### src/sv/encoder_timed_order_queues_unit_defines.svh
// assertion macros shared by the rtl files
`ifndef ENCODER_TIMED_ORDER_QUEUES_UNIT_DEFINES_SVH
`define ENCODER_TIMED_ORDER_QUEUES_UNIT_DEFINES_SVH
`ifndef SYNTHESIS
`define ETQ_ASSERT(label, clk, rst_n, prop) \
	label: assert property (@(posedge clk) disable iff (!rst_n) prop) else $error("etq check failed");
`define ETQ_ASSERT_NEXT(label, clk, rst_n, cond, nxt) \
	label: assert property (@(posedge clk) disable iff (!rst_n) (cond) |=> (nxt)) else $error("etq check failed");
`else
`define ETQ_ASSERT(label, clk, rst_n, prop)
`define ETQ_ASSERT_NEXT(label, clk, rst_n, cond, nxt)
`endif
`endif

### src/sv/etq_pkg.sv
package etq_pkg;
	localparam int MaxArms = 4;
	localparam int QueueDepth = 8;
	localparam int EncModulus = 100000;
	localparam int ArmW = $clog2(MaxArms);
	localparam int SlotW = $clog2(QueueDepth);
	localparam int FillW = $clog2(QueueDepth + 1);
	localparam int AddrW = ArmW + SlotW;
	localparam int EncW = 17;
	localparam int DistW = 24;
	localparam int PosW = 23;
	localparam int TgtW = 25;

	localparam logic [2:0] RegArmCount = 3'd0;

	typedef enum logic [2:0] {
		CmdNone,
		CmdStart,
		CmdRead,
		CmdWrite,
		CmdFinish,
		CmdEmit
	} cmd_op_t;

	typedef struct packed {
		cmd_op_t op;
		logic [ArmW-1:0] arm;
		logic [SlotW-1:0] slot;
	} cmd_t;

	typedef struct packed {
		logic is_add;
		logic scan_done;
		logic [ArmW-1:0] arms_last;
		logic [ArmW-1:0] add_arm;
	} status_t;

	typedef struct packed {
		logic signed [DistW-1:0] dval;
		logic side;
		logic act;
	} entry_t;
endpackage

### src/sv/etq_ctrl.sv
module etq_ctrl (
	input logic clk,
	input logic arst_n,
	input logic in_go,
	input etq_pkg::status_t st,
	input logic out_ready,
	output logic busy,
	output logic out_valid,
	output etq_pkg::cmd_t cmd
);
	import etq_pkg::*;
	`include "encoder_timed_order_queues_unit_defines.svh"

	typedef enum logic [2:0] {SIdle, SStart, SRead, SWrite, SNext, SEmit} state_t;
	state_t state_q;
	logic [ArmW-1:0] arm_q;
	logic [SlotW-1:0] slot_q;

	assign busy = (state_q != SIdle);
	assign out_valid = (state_q == SEmit);

	always_comb begin
		cmd.arm = arm_q;
		cmd.slot = slot_q;
		case (state_q)
			SIdle: cmd.op = in_go ? CmdStart : CmdNone;
			SRead: cmd.op = CmdRead;
			SWrite: cmd.op = CmdWrite;
			SNext: cmd.op = CmdFinish;
			SEmit: cmd.op = (out_ready) ? CmdEmit : CmdNone;
			default: cmd.op = CmdNone;
		endcase
	end

	// per arm: read/write each slot in order (one slot pass), then finish
	always_ff @(posedge clk or negedge arst_n) begin
		if (!arst_n) begin
			state_q <= SIdle;
			arm_q <= '0;
			slot_q <= '0;
		end else begin
			case (state_q)
				SIdle: if (in_go) begin
					state_q <= SStart;
				end
				SStart: begin
					arm_q <= st.is_add ? st.add_arm : '0;
					slot_q <= '0;
					state_q <= SRead;
				end
				SRead: state_q <= SWrite;
				SWrite: begin
					if (st.scan_done) state_q <= SNext;
					else begin
						slot_q <= slot_q + 1'b1;
						state_q <= SRead;
					end
				end
				SNext: begin
					slot_q <= '0;
					if (st.is_add || arm_q == st.arms_last) begin
						arm_q <= '0;
						state_q <= SEmit;
					end else begin
						arm_q <= arm_q + 1'b1;
						state_q <= SRead;
					end
				end
				SEmit: if (out_ready) begin
					if (arm_q == st.arms_last) state_q <= SIdle;
					else arm_q <= arm_q + 1'b1;
				end
				default: state_q <= SIdle;
			endcase
		end
	end

	`ETQ_ASSERT(a_go_idle, clk, arst_n, in_go |-> state_q == SIdle)
	`ETQ_ASSERT_NEXT(a_emit_hold, clk, arst_n, out_valid && !out_ready, out_valid && $stable(arm_q))
	`ETQ_ASSERT(a_emit_range, clk, arst_n, out_valid |-> arm_q <= st.arms_last)
endmodule

### src/sv/etq_datapath.sv
module etq_datapath (
	input logic clk,
	input logic arst_n,
	input etq_pkg::cmd_t cmd,
	output etq_pkg::status_t st,
	input logic cfg_we,
	input logic [2:0] cfg_index,
	input logic [22:0] cfg_data,
	input logic kind,
	input logic [16:0] encoder_value,
	input logic signed [23:0] brick_position,
	input logic [3:0] pallet,
	input logic is_brick,
	output logic [1:0] arm_index,
	output logic [1:0] action,
	output logic side,
	output logic signed [24:0] target_value,
	output logic expired,
	output logic rejected,
	output logic last
);
	import etq_pkg::*;
	`include "encoder_timed_order_queues_unit_defines.svh"

	logic [2:0] arm_count_q;
	logic [PosW-1:0] arm_pos_q [MaxArms];
	logic [EncW-1:0] last_enc_q;
	logic [FillW-1:0] fill_q [MaxArms];
	logic [MaxArms-1:0] exp_q;
	logic rej_q;
	logic [ArmW-1:0] arms_last;

	// captured request
	logic kind_q;
	logic [EncW-1:0] enc_q;
	logic signed [DistW-1:0] bpos_q;
	logic [3:0] pallet_q;
	logic brick_q;
	logic [EncW:0] adv_q;
	logic signed [DistW-1:0] newd_q;
	logic [ArmW-1:0] add_arm_q;

	// queue memory, one row per arm
	entry_t mem_q [MaxArms*QueueDepth];
	entry_t head_q [MaxArms];
	entry_t rd_s1;
	entry_t carry_q;
	logic ins_done_q;
	logic dropped_q;

	always_comb begin
		if (arm_count_q == 3'd0) arms_last = '0;
		else if (arm_count_q > 3'(MaxArms)) arms_last = ArmW'(MaxArms - 1);
		else arms_last = ArmW'(arm_count_q - 3'd1);
	end

	logic [3:0] pm1;
	logic [EncW-1:0] enc_mod;
	logic valid_add;
	assign pm1 = pallet_q - 4'd1;
	assign add_arm_q = pm1[ArmW:1];
	assign valid_add = (pallet_q != 4'd0) && (pm1[3:1] <= {1'b0, arms_last})
		&& (fill_q[add_arm_q] < FillW'(QueueDepth));
	assign enc_mod = (enc_q >= EncW'(EncModulus)) ? enc_q - EncW'(EncModulus) : enc_q;

	assign st.is_add = kind_q;
	assign st.arms_last = arms_last;
	assign st.add_arm = add_arm_q;
	assign st.scan_done = (cmd.slot == SlotW'(QueueDepth - 1));

	logic [AddrW-1:0] addr;
	logic [AddrW-1:0] waddr;
	assign addr = {cmd.arm, cmd.slot};
	// after a dropped head every later entry moves down one slot
	assign waddr = (!kind_q && dropped_q && cmd.slot != '0) ? addr - 1'b1 : addr;

	// aged value of the read entry
	logic signed [DistW+1:0] aged_w;
	logic signed [DistW-1:0] aged;
	assign aged_w = {{2{rd_s1.dval[DistW-1]}}, rd_s1.dval} - $signed({1'b0, adv_q});
	assign aged = (aged_w < -(26'sd1 <<< (DistW-1))) ? {1'b1, {(DistW-1){1'b0}}} : aged_w[DistW-1:0];

	logic [FillW-1:0] fcur;
	logic in_q;
	logic drop_w;
	assign fcur = fill_q[cmd.arm];
	assign in_q = ({1'b0, cmd.slot} < fcur);
	assign drop_w = !kind_q && (cmd.slot == '0) && in_q && (aged <= 0);

	entry_t wr;
	logic wr_en;
	entry_t newe;
	assign newe = '{dval: newd_q, side: pallet_q[0], act: brick_q};

	always_comb begin
		wr = rd_s1;
		wr_en = 1'b0;
		if (kind_q) begin
			// insertion by shifting a carried entry through the row
			if (!ins_done_q) begin
				if (!in_q) begin
					wr = newe; wr_en = !rej_q && ({1'b0, cmd.slot} == fcur);
				end else if (rd_s1.dval > newd_q) begin
					wr = newe; wr_en = !rej_q;
				end
			end else if ({1'b0, cmd.slot} <= fcur) begin
				wr = carry_q; wr_en = !rej_q;
			end
		end else begin
			wr.dval = aged;
			wr_en = in_q;
		end
	end

	logic [EncW:0] adv_w;
	assign adv_w = (enc_mod >= last_enc_q) ? {1'b0, enc_mod - last_enc_q}
		: (EncW+1)'(EncModulus) + enc_mod - last_enc_q;

	logic signed [DistW+1:0] nd_w;
	assign nd_w = $signed({3'b0, arm_pos_q[add_arm_q]}) - {{2{bpos_q[DistW-1]}}, bpos_q};

	always_ff @(posedge clk) begin
		rd_s1 <= mem_q[addr];
		if (cmd.op == CmdStart) begin
			kind_q <= kind; enc_q <= encoder_value; bpos_q <= brick_position;
			pallet_q <= pallet; brick_q <= is_brick;
		end
		if (wr_en && cmd.op == CmdWrite) mem_q[waddr] <= wr;
		if (cmd.op == CmdWrite && kind_q && wr_en && !ins_done_q) carry_q <= rd_s1;
		else if (cmd.op == CmdWrite && kind_q && ins_done_q) carry_q <= rd_s1;
		if (cmd.op == CmdWrite && (cmd.slot == '0
			|| (!kind_q && dropped_q && cmd.slot == SlotW'(1))))
			head_q[cmd.arm] <= wr_en ? wr : rd_s1;
	end

	always_ff @(posedge clk or negedge arst_n) begin
		if (!arst_n) begin
			arm_count_q <= 3'd4;
			for (int i = 0; i < MaxArms; i++) begin
				arm_pos_q[i] <= '0;
				fill_q[i] <= '0;
			end
			last_enc_q <= '0;
			exp_q <= '0;
			rej_q <= 1'b0;
			adv_q <= '0;
			newd_q <= '0;
			ins_done_q <= 1'b0;
			dropped_q <= 1'b0;
		end else begin
			if (cfg_we) begin
				if (cfg_index == RegArmCount) arm_count_q <= cfg_data[2:0];
				else if (cfg_index <= 3'(MaxArms))
					arm_pos_q[ArmW'(cfg_index - 3'd1)] <= cfg_data;
			end
			case (cmd.op)
				CmdStart: begin
					exp_q <= '0;
					ins_done_q <= 1'b0;
					dropped_q <= 1'b0;
				end
				CmdRead: if (cmd.slot == '0) begin
					if (!kind_q) begin
						// advance is taken once, before the first arm moves last_enc_q
						if (cmd.arm == '0) adv_q <= adv_w;
						rej_q <= 1'b0;
					end else begin
						rej_q <= !valid_add;
						newd_q <= (nd_w > 26'sd8388607) ? 24'sh7fffff : nd_w[DistW-1:0];
					end
				end
				CmdWrite: begin
					if (kind_q && wr_en && !ins_done_q) ins_done_q <= 1'b1;
					if (cmd.slot == '0) dropped_q <= drop_w;
				end
				CmdFinish: begin
					if (!kind_q) begin
						last_enc_q <= enc_mod;
						if (dropped_q) begin
							exp_q[cmd.arm] <= 1'b1;
							fill_q[cmd.arm] <= fill_q[cmd.arm] - 1'b1;
						end
					end else if (!rej_q) fill_q[cmd.arm] <= fill_q[cmd.arm] + 1'b1;
				end
				default: ;
			endcase
		end
	end

	// head of the arm being reported
	logic signed [TgtW-1:0] tgt;
	entry_t h;
	assign h = head_q[cmd.arm];
	assign tgt = $signed({{(TgtW-EncW){1'b0}}, last_enc_q}) + TgtW'(h.dval);
	assign arm_index = cmd.arm;
	assign action = (fill_q[cmd.arm] != '0) ? (h.act ? 2'd2 : 2'd1) : 2'd0;
	assign side = (fill_q[cmd.arm] != '0) ? h.side : 1'b0;
	assign target_value = (fill_q[cmd.arm] != '0) ? tgt : '0;
	assign expired = exp_q[cmd.arm];
	assign rejected = rej_q;
	assign last = (cmd.arm == arms_last);

	`ETQ_ASSERT(a_fill_max, clk, arst_n, fill_q[0] <= FillW'(QueueDepth))
	`ETQ_ASSERT(a_exp_tick, clk, arst_n, kind_q && cmd.op == CmdEmit |-> !expired)
	`ETQ_ASSERT(a_rej_add, clk, arst_n, !kind_q && cmd.op == CmdEmit |-> !rejected)
endmodule

### src/sv/encoder_timed_order_queues_unit.sv
// channel | direction | handshake
// in      | into unit | in_valid / in_ready
// out     | from unit | out_valid / out_ready, one result per arm in use
// cfg     | into unit | cfg_valid / cfg_ready, register index and data
// an item passes a start state, then for each arm walked a read then a write
// per slot and a finish state; a tick walks every arm in use, an add walks
// only its own arm; then each result is delivered as out_ready takes it
// reset clears control, fill counts and arm positions and sets the arm count to 4; queue memory is not cleared
// the next item is taken only after the last result is taken
module encoder_timed_order_queues_unit (
	input logic clk,
	input logic arst_n,
	input logic in_valid,
	output logic in_ready,
	input logic kind,
	input logic [16:0] encoder_value,
	input logic signed [23:0] brick_position,
	input logic [3:0] pallet,
	input logic is_brick,
	output logic out_valid,
	input logic out_ready,
	output logic [1:0] arm_index,
	output logic [1:0] action,
	output logic side,
	output logic signed [24:0] target_value,
	output logic expired,
	output logic rejected,
	output logic last,
	input logic cfg_valid,
	output logic cfg_ready,
	input logic [2:0] cfg_index,
	input logic [22:0] cfg_data
);
	import etq_pkg::*;

	cmd_t cmd;
	status_t st;
	logic busy;

	assign in_ready = !busy;
	assign cfg_ready = 1'b1;

	etq_ctrl u_ctrl (
		.clk(clk), .arst_n(arst_n), .in_go(in_valid && !busy), .st(st),
		.out_ready(out_ready), .busy(busy), .out_valid(out_valid), .cmd(cmd)
	);

	etq_datapath u_dp (
		.clk(clk), .arst_n(arst_n), .cmd(cmd), .st(st),
		.cfg_we(cfg_valid), .cfg_index(cfg_index), .cfg_data(cfg_data),
		.kind(kind), .encoder_value(encoder_value), .brick_position(brick_position),
		.pallet(pallet), .is_brick(is_brick), .arm_index(arm_index), .action(action),
		.side(side), .target_value(target_value), .expired(expired),
		.rejected(rejected), .last(last)
	);
endmodule
### config.mk
export PLATFORM = sky130hd
export DESIGN_NAME = encoder_timed_order_queues_unit
export DESIGN_NICKNAME = d
export VERILOG_FILES = /design/src/sv/etq_pkg.sv /design/src/sv/etq_ctrl.sv /design/src/sv/etq_datapath.sv /design/src/sv/encoder_timed_order_queues_unit.sv
export VERILOG_INCLUDE_DIRS = /design/src /design/src/sv
export SDC_FILE = /design/constraint.sdc
export NUM_CORES = 2
export LEC_CHECK = 0
export ABC_AREA = 1
export ABC_CLOCK_PERIOD_IN_PS = 11200
export BUFFER_PORTS_ARGS = -buffer_cell sky130_fd_sc_hd__buf_2
export CORE_MARGIN = 5
export CORE_UTILIZATION = 68
export DETAILED_ROUTE_END_ITERATION = 6
export PLACE_DENSITY = 0.81
export REMOVE_ABC_BUFFERS = 1
export SLEW_MARGIN = 5
export SYNTH_ARGS = -nofsm -noshare
export SYNTH_HDL_FRONTEND = slang
export SYNTH_SLANG_ARGS = --single-unit
### constraint.sdc
create_clock -name clk -period 11.2 [get_ports clk]
set_input_delay 0.56 -clock clk [delete_from_list [all_inputs] [get_ports clk]]
set_output_delay 0.56 -clock clk [all_outputs]
set_load 0.03 [all_outputs]
==> impl_metrics.py <==
metrics = {
    "sta": {
        "skew_ps": 53.4,
        "fmax_mhz": 162,
        "setup_violations": 0,
        "final_hold_viol_count": 0,
        "tightestPinTransition_ps": 1350,
        "finalSetupTns_ps": 0,
        "period_needed_ps": 6180,
        "maxSlewHeadroom_pct": 9.95,
        "rsz0062_at_grt": "no",
        "drv_slew": 0,
        "fin_crit_sh_pct": 55.1,
    },
    "synth": {
        "ys_warn_count": 0,
        "syn_area_um2": 56100,
        "yosysMostFrequentCell": "edfxtp_1",
        "synth_cell_types": 57,
        "netlist_top_cells_area": "edfxtp_1, dfrtp_1, o21ai_0",
        "ys_ff_latch": 1220,
        "yosys.area.top_type": "edfxtp_1",
        "synth_top_area_share_pct": 54.0,
        "synth_edf_count": 1009,
        "syn_area_per_cell_um2": 10.5,
        "ys_seq_area_share_pct": 63.2,
        "synth_ff_type": "edfxtp_1",
        "syn-instance-count": 5359,
        "async_flop_share_pct": 15.2,
        "synthTopCellsByCount": "edfxtp_1, nand2_1, o21ai_0",
    },
    "power_and_ir_drop": {
        "p_leak_uw": 0.0236,
        "p_clk_share_pct": 19.3,
        "ir_worst_vdd_mv": 0.285,
        "p_int_uw": 11200,
        "switchingPower_uw": 9090,
        "switching_share_pct": 44.8,
        "p_per_area_nw_per_um2": 327,
        "comb_power_share_pct": 45.6,
        "pwr-share-seq_pct": 35.2,
    },
    "worst_setup_path": {
        "endpoint_kind": "flip-flop",
        "path_max_fanout": 79,
        "r2r_slack_ps": 5020,
        "critical_path_arrival_ps": 6500,
        "cp-start-kind": "flip-flop",
        "required_ps": 11520,
        "r2r_cells": 13,
        "worstSetupPathType": "reg -> reg",
        "worstReg2RegEnd": "u_dp.mem_q[30][5]$_DFFE_PP_",
        "regToRegStartpoint": "u_ctrl.arm_q[0]$_DFFE_PN0P_",
    },
    "cells_and_area": {
        "design_area_um2": 62000,
        "finalNetCount": 5626,
        "drive_above_1_share_pct": 7.96,
        "n_fill_cell": 5310,
        "syn_to_final_growth_pct": 10.5,
        "antenna_cells": 0,
    },
    "die": {
        "fp.dieW_um": 297,
        "die_area_um2": 88400,
        "start_util_pct": 68.5,
        "std_cell_rows": 105,
        "fp.dieH_um": 297,
        "ios": 114,
        "core_area_um2": 82000,
    },
    "clock_tree": {
        "cts_tree": "built",
        "path_clk_slew_ps": 60,
        "htree_levels": 3,
        "post_cts_resized": 0,
        "clock-sinks": 1220,
        "cts_setup_buffers": 0,
        "root_buffer": "clkbuf_16",
        "numCtsBuffers": 117,
        "clk_path_buf_depth": 3,
        "clk_latency_ps": 720,
    },
    "worst_hold_path": {
        "holdPathEnd": "u_dp.enc_q[15]$_DFFE_PP_",
        "hold_class": "in -> reg",
        "holdPathStages": 1,
        "min-delay-start": "encoder_value[15]",
    },
    "detailed_routing": {
        "drtPass1Iterations": 6,
        "avgViaCountPerCell": 6.33,
        "ant_nets": 0,
        "routedWlPerCell_um": 23.3,
        "drt_wl_total_mm": 153,
        "drt_iter0_markers": 5380,
        "dr_total_vias": 41600,
        "route.detailed.drc": 0,
    },
    "run": {
        "max_cap_viol_count": 0,
    },
    "placed_design": {
        "placed_area_um2": 57800,
        "place.gp.congestion": 0.999,
        "dp_hpwl_mm": 93.9,
        "io_buffers": 112,
    },
    "grt": {
        "grt_pass1_wl_mm": 231,
        "grt_usage_pct": 33.7,
        "antenna_found_initial": 1,
        "grt_max_degree": 216,
        "grt_pass1_vias": 39700,
        "grt-ovfl-total": 0,
    },
    "run_status": {
        "status": "completed",
    },
}
-- layout by cell type, fill, tap and decap left out, drive strengths merged, types with 15 or more instances in the layout --
cell type | netlist | routed
dlygate4sd3 | 0 | 36
a21boi | 31 | 31
dfxtp | 26 | 26
clkbuf | 221 | 170
ha | 141 | 141
xnor2 | 22 | 22
dfrtp | 184 | 184
o221ai | 104 | 104
inv | 429 | 435
a31oi | 36 | 36
nand2 | 844 | 844
nand4 | 49 | 49
o21ai | 814 | 814
buf | 53 | 151
nand3b | 18 | 18
nor2 | 690 | 690
clkinv | 3 | 37
edfxtp | 1009 | 1009
a21oi | 136 | 136
xor2 | 62 | 62
o22ai | 127 | 127
nor3 | 19 | 19
fa | 15 | 15
nand3 | 251 | 251
-- sequential cells by signal, indices dropped and copies added (netlist names), 2 cells and up, named ones only --
register / flops
u_dp.adv_q: 18
u_dp.rd_s1: 26
u_dp.fill_q: 12
u_ctrl.state_q: 3
u_dp.exp_q: 4
u_dp.arm_pos_q: 92
u_ctrl.slot_q: 3
u_ctrl.arm_q: 2
u_dp.bpos_q: 24
u_dp.mem_q: 832
u_dp.enc_q: 17
u_dp.last_enc_q: 17
u_dp.carry_q: 26
u_dp.pallet_q: 4
u_dp.arm_count_q: 3
u_dp.head_q: 104
u_dp.newd_q: 24
-- power by group through the flow --
stage	Sequential (uW)	Clock (uW)	Combinational (uW)
3_5_place_dp	7200	0	8900
5_1_grt	7160	4130	9940
2_1_floorplan	7240	0	5350
6_report	7130	3910	9240
4_1_cts	7110	3930	8980
3_3_place_gp	7180	0	8680
-- repair_timing --
action                                  4_1_cts  5_1_grt
hold buffers                                 36        0
hold endpoints to repair                    101        0
endpoints found under the setup margin        0        0
-- critical path, cell delays in order (launching register included) --
cell and delay, ps:
dfrtp_4 530, buf_4 720, a21oi_1 120, o21ai_0 110, nand2_1 160, ha_1 340
a21oi_1 130, o21ai_0 140, nand3_2 480, nand2_1 140, nand3b_4 380, nand2_2 680
nand3_2 740, nor2_4 1040
-- kinds of logic after synthesis --
family | share of synthesized area, %
and+or+nand+nor | 13.8
other | 0.00668
buffers and inverters | 4.84
xor gates and xnor gates | 1.31
DFF | 63.2
muxes | 0.136
adders and majority gates | 3.68
AOI/OAI and AO/OA | 13.0
-- layout make-up --
cell class                      instances  area (um^2)  share of cell area (%)
Sequential cell                      1220        35500                    57.2
Multi-Input combinational cell       3433        18500                    29.8
Clock buffer                          169         3360                    5.42
Inverter                              432         1640                    2.64
Tap cell                             1070         1340                    2.16
Timing Repair Buffer                  188         1240                    2.00
Clock inverter                         51          487                   0.784
-- stage by stage --
stage / total power, uW / instances / setup WS [ps] / utilization, % / hold slack, ps
floorplan: 12600 / 5085 / -7100 / - / 264
global placement: 15900 / 6307 / 5320 / 70.6 / 465
detailed placement: 16100 / 6307 / 5240 / 70.6 / 473
CTS: 20000 / 6563 / 5240 / 75.7 / 7.34
global route: 21200 / 6563 / 4680 / 75.7 / 9.53
finish: 20300 / 6563 / 5020 / 75.7 / 50.5
-- metal layers --
metal	up-vias	global-route usage [%]	share of wire, %
met5	-	0	0
met3	406	6.26	11
met1	19900	46.5	38
li1	18900	-	-
met4	0	15.3	5.3
met2	2406	53.1	46
-- worst max-delay path by stage --
stage,cells past startpoint,to,from
finish,13,u_dp.mem_q[30][5]$_DFFE_PP_,u_ctrl.arm_q[0]$_DFFE_PN0P_
global route,13,u_dp.mem_q[30][17]$_DFFE_PP_,u_ctrl.arm_q[0]$_DFFE_PN0P_
CTS,13,u_dp.mem_q[30][7]$_DFFE_PP_,u_ctrl.arm_q[0]$_DFFE_PN0P_
detailed placement,13,u_dp.mem_q[30][15]$_DFFE_PP_,u_ctrl.arm_q[0]$_DFFE_PN0P_
global placement,13,u_dp.mem_q[30][15]$_DFFE_PP_,u_ctrl.arm_q[0]$_DFFE_PN0P_
floorplan,9,u_dp.mem_q[10][0]$_DFFE_PP_,u_ctrl.slot_q[0]$_DFFE_PN0P_
Note: power is estimated with default switching activity, not from simulation.
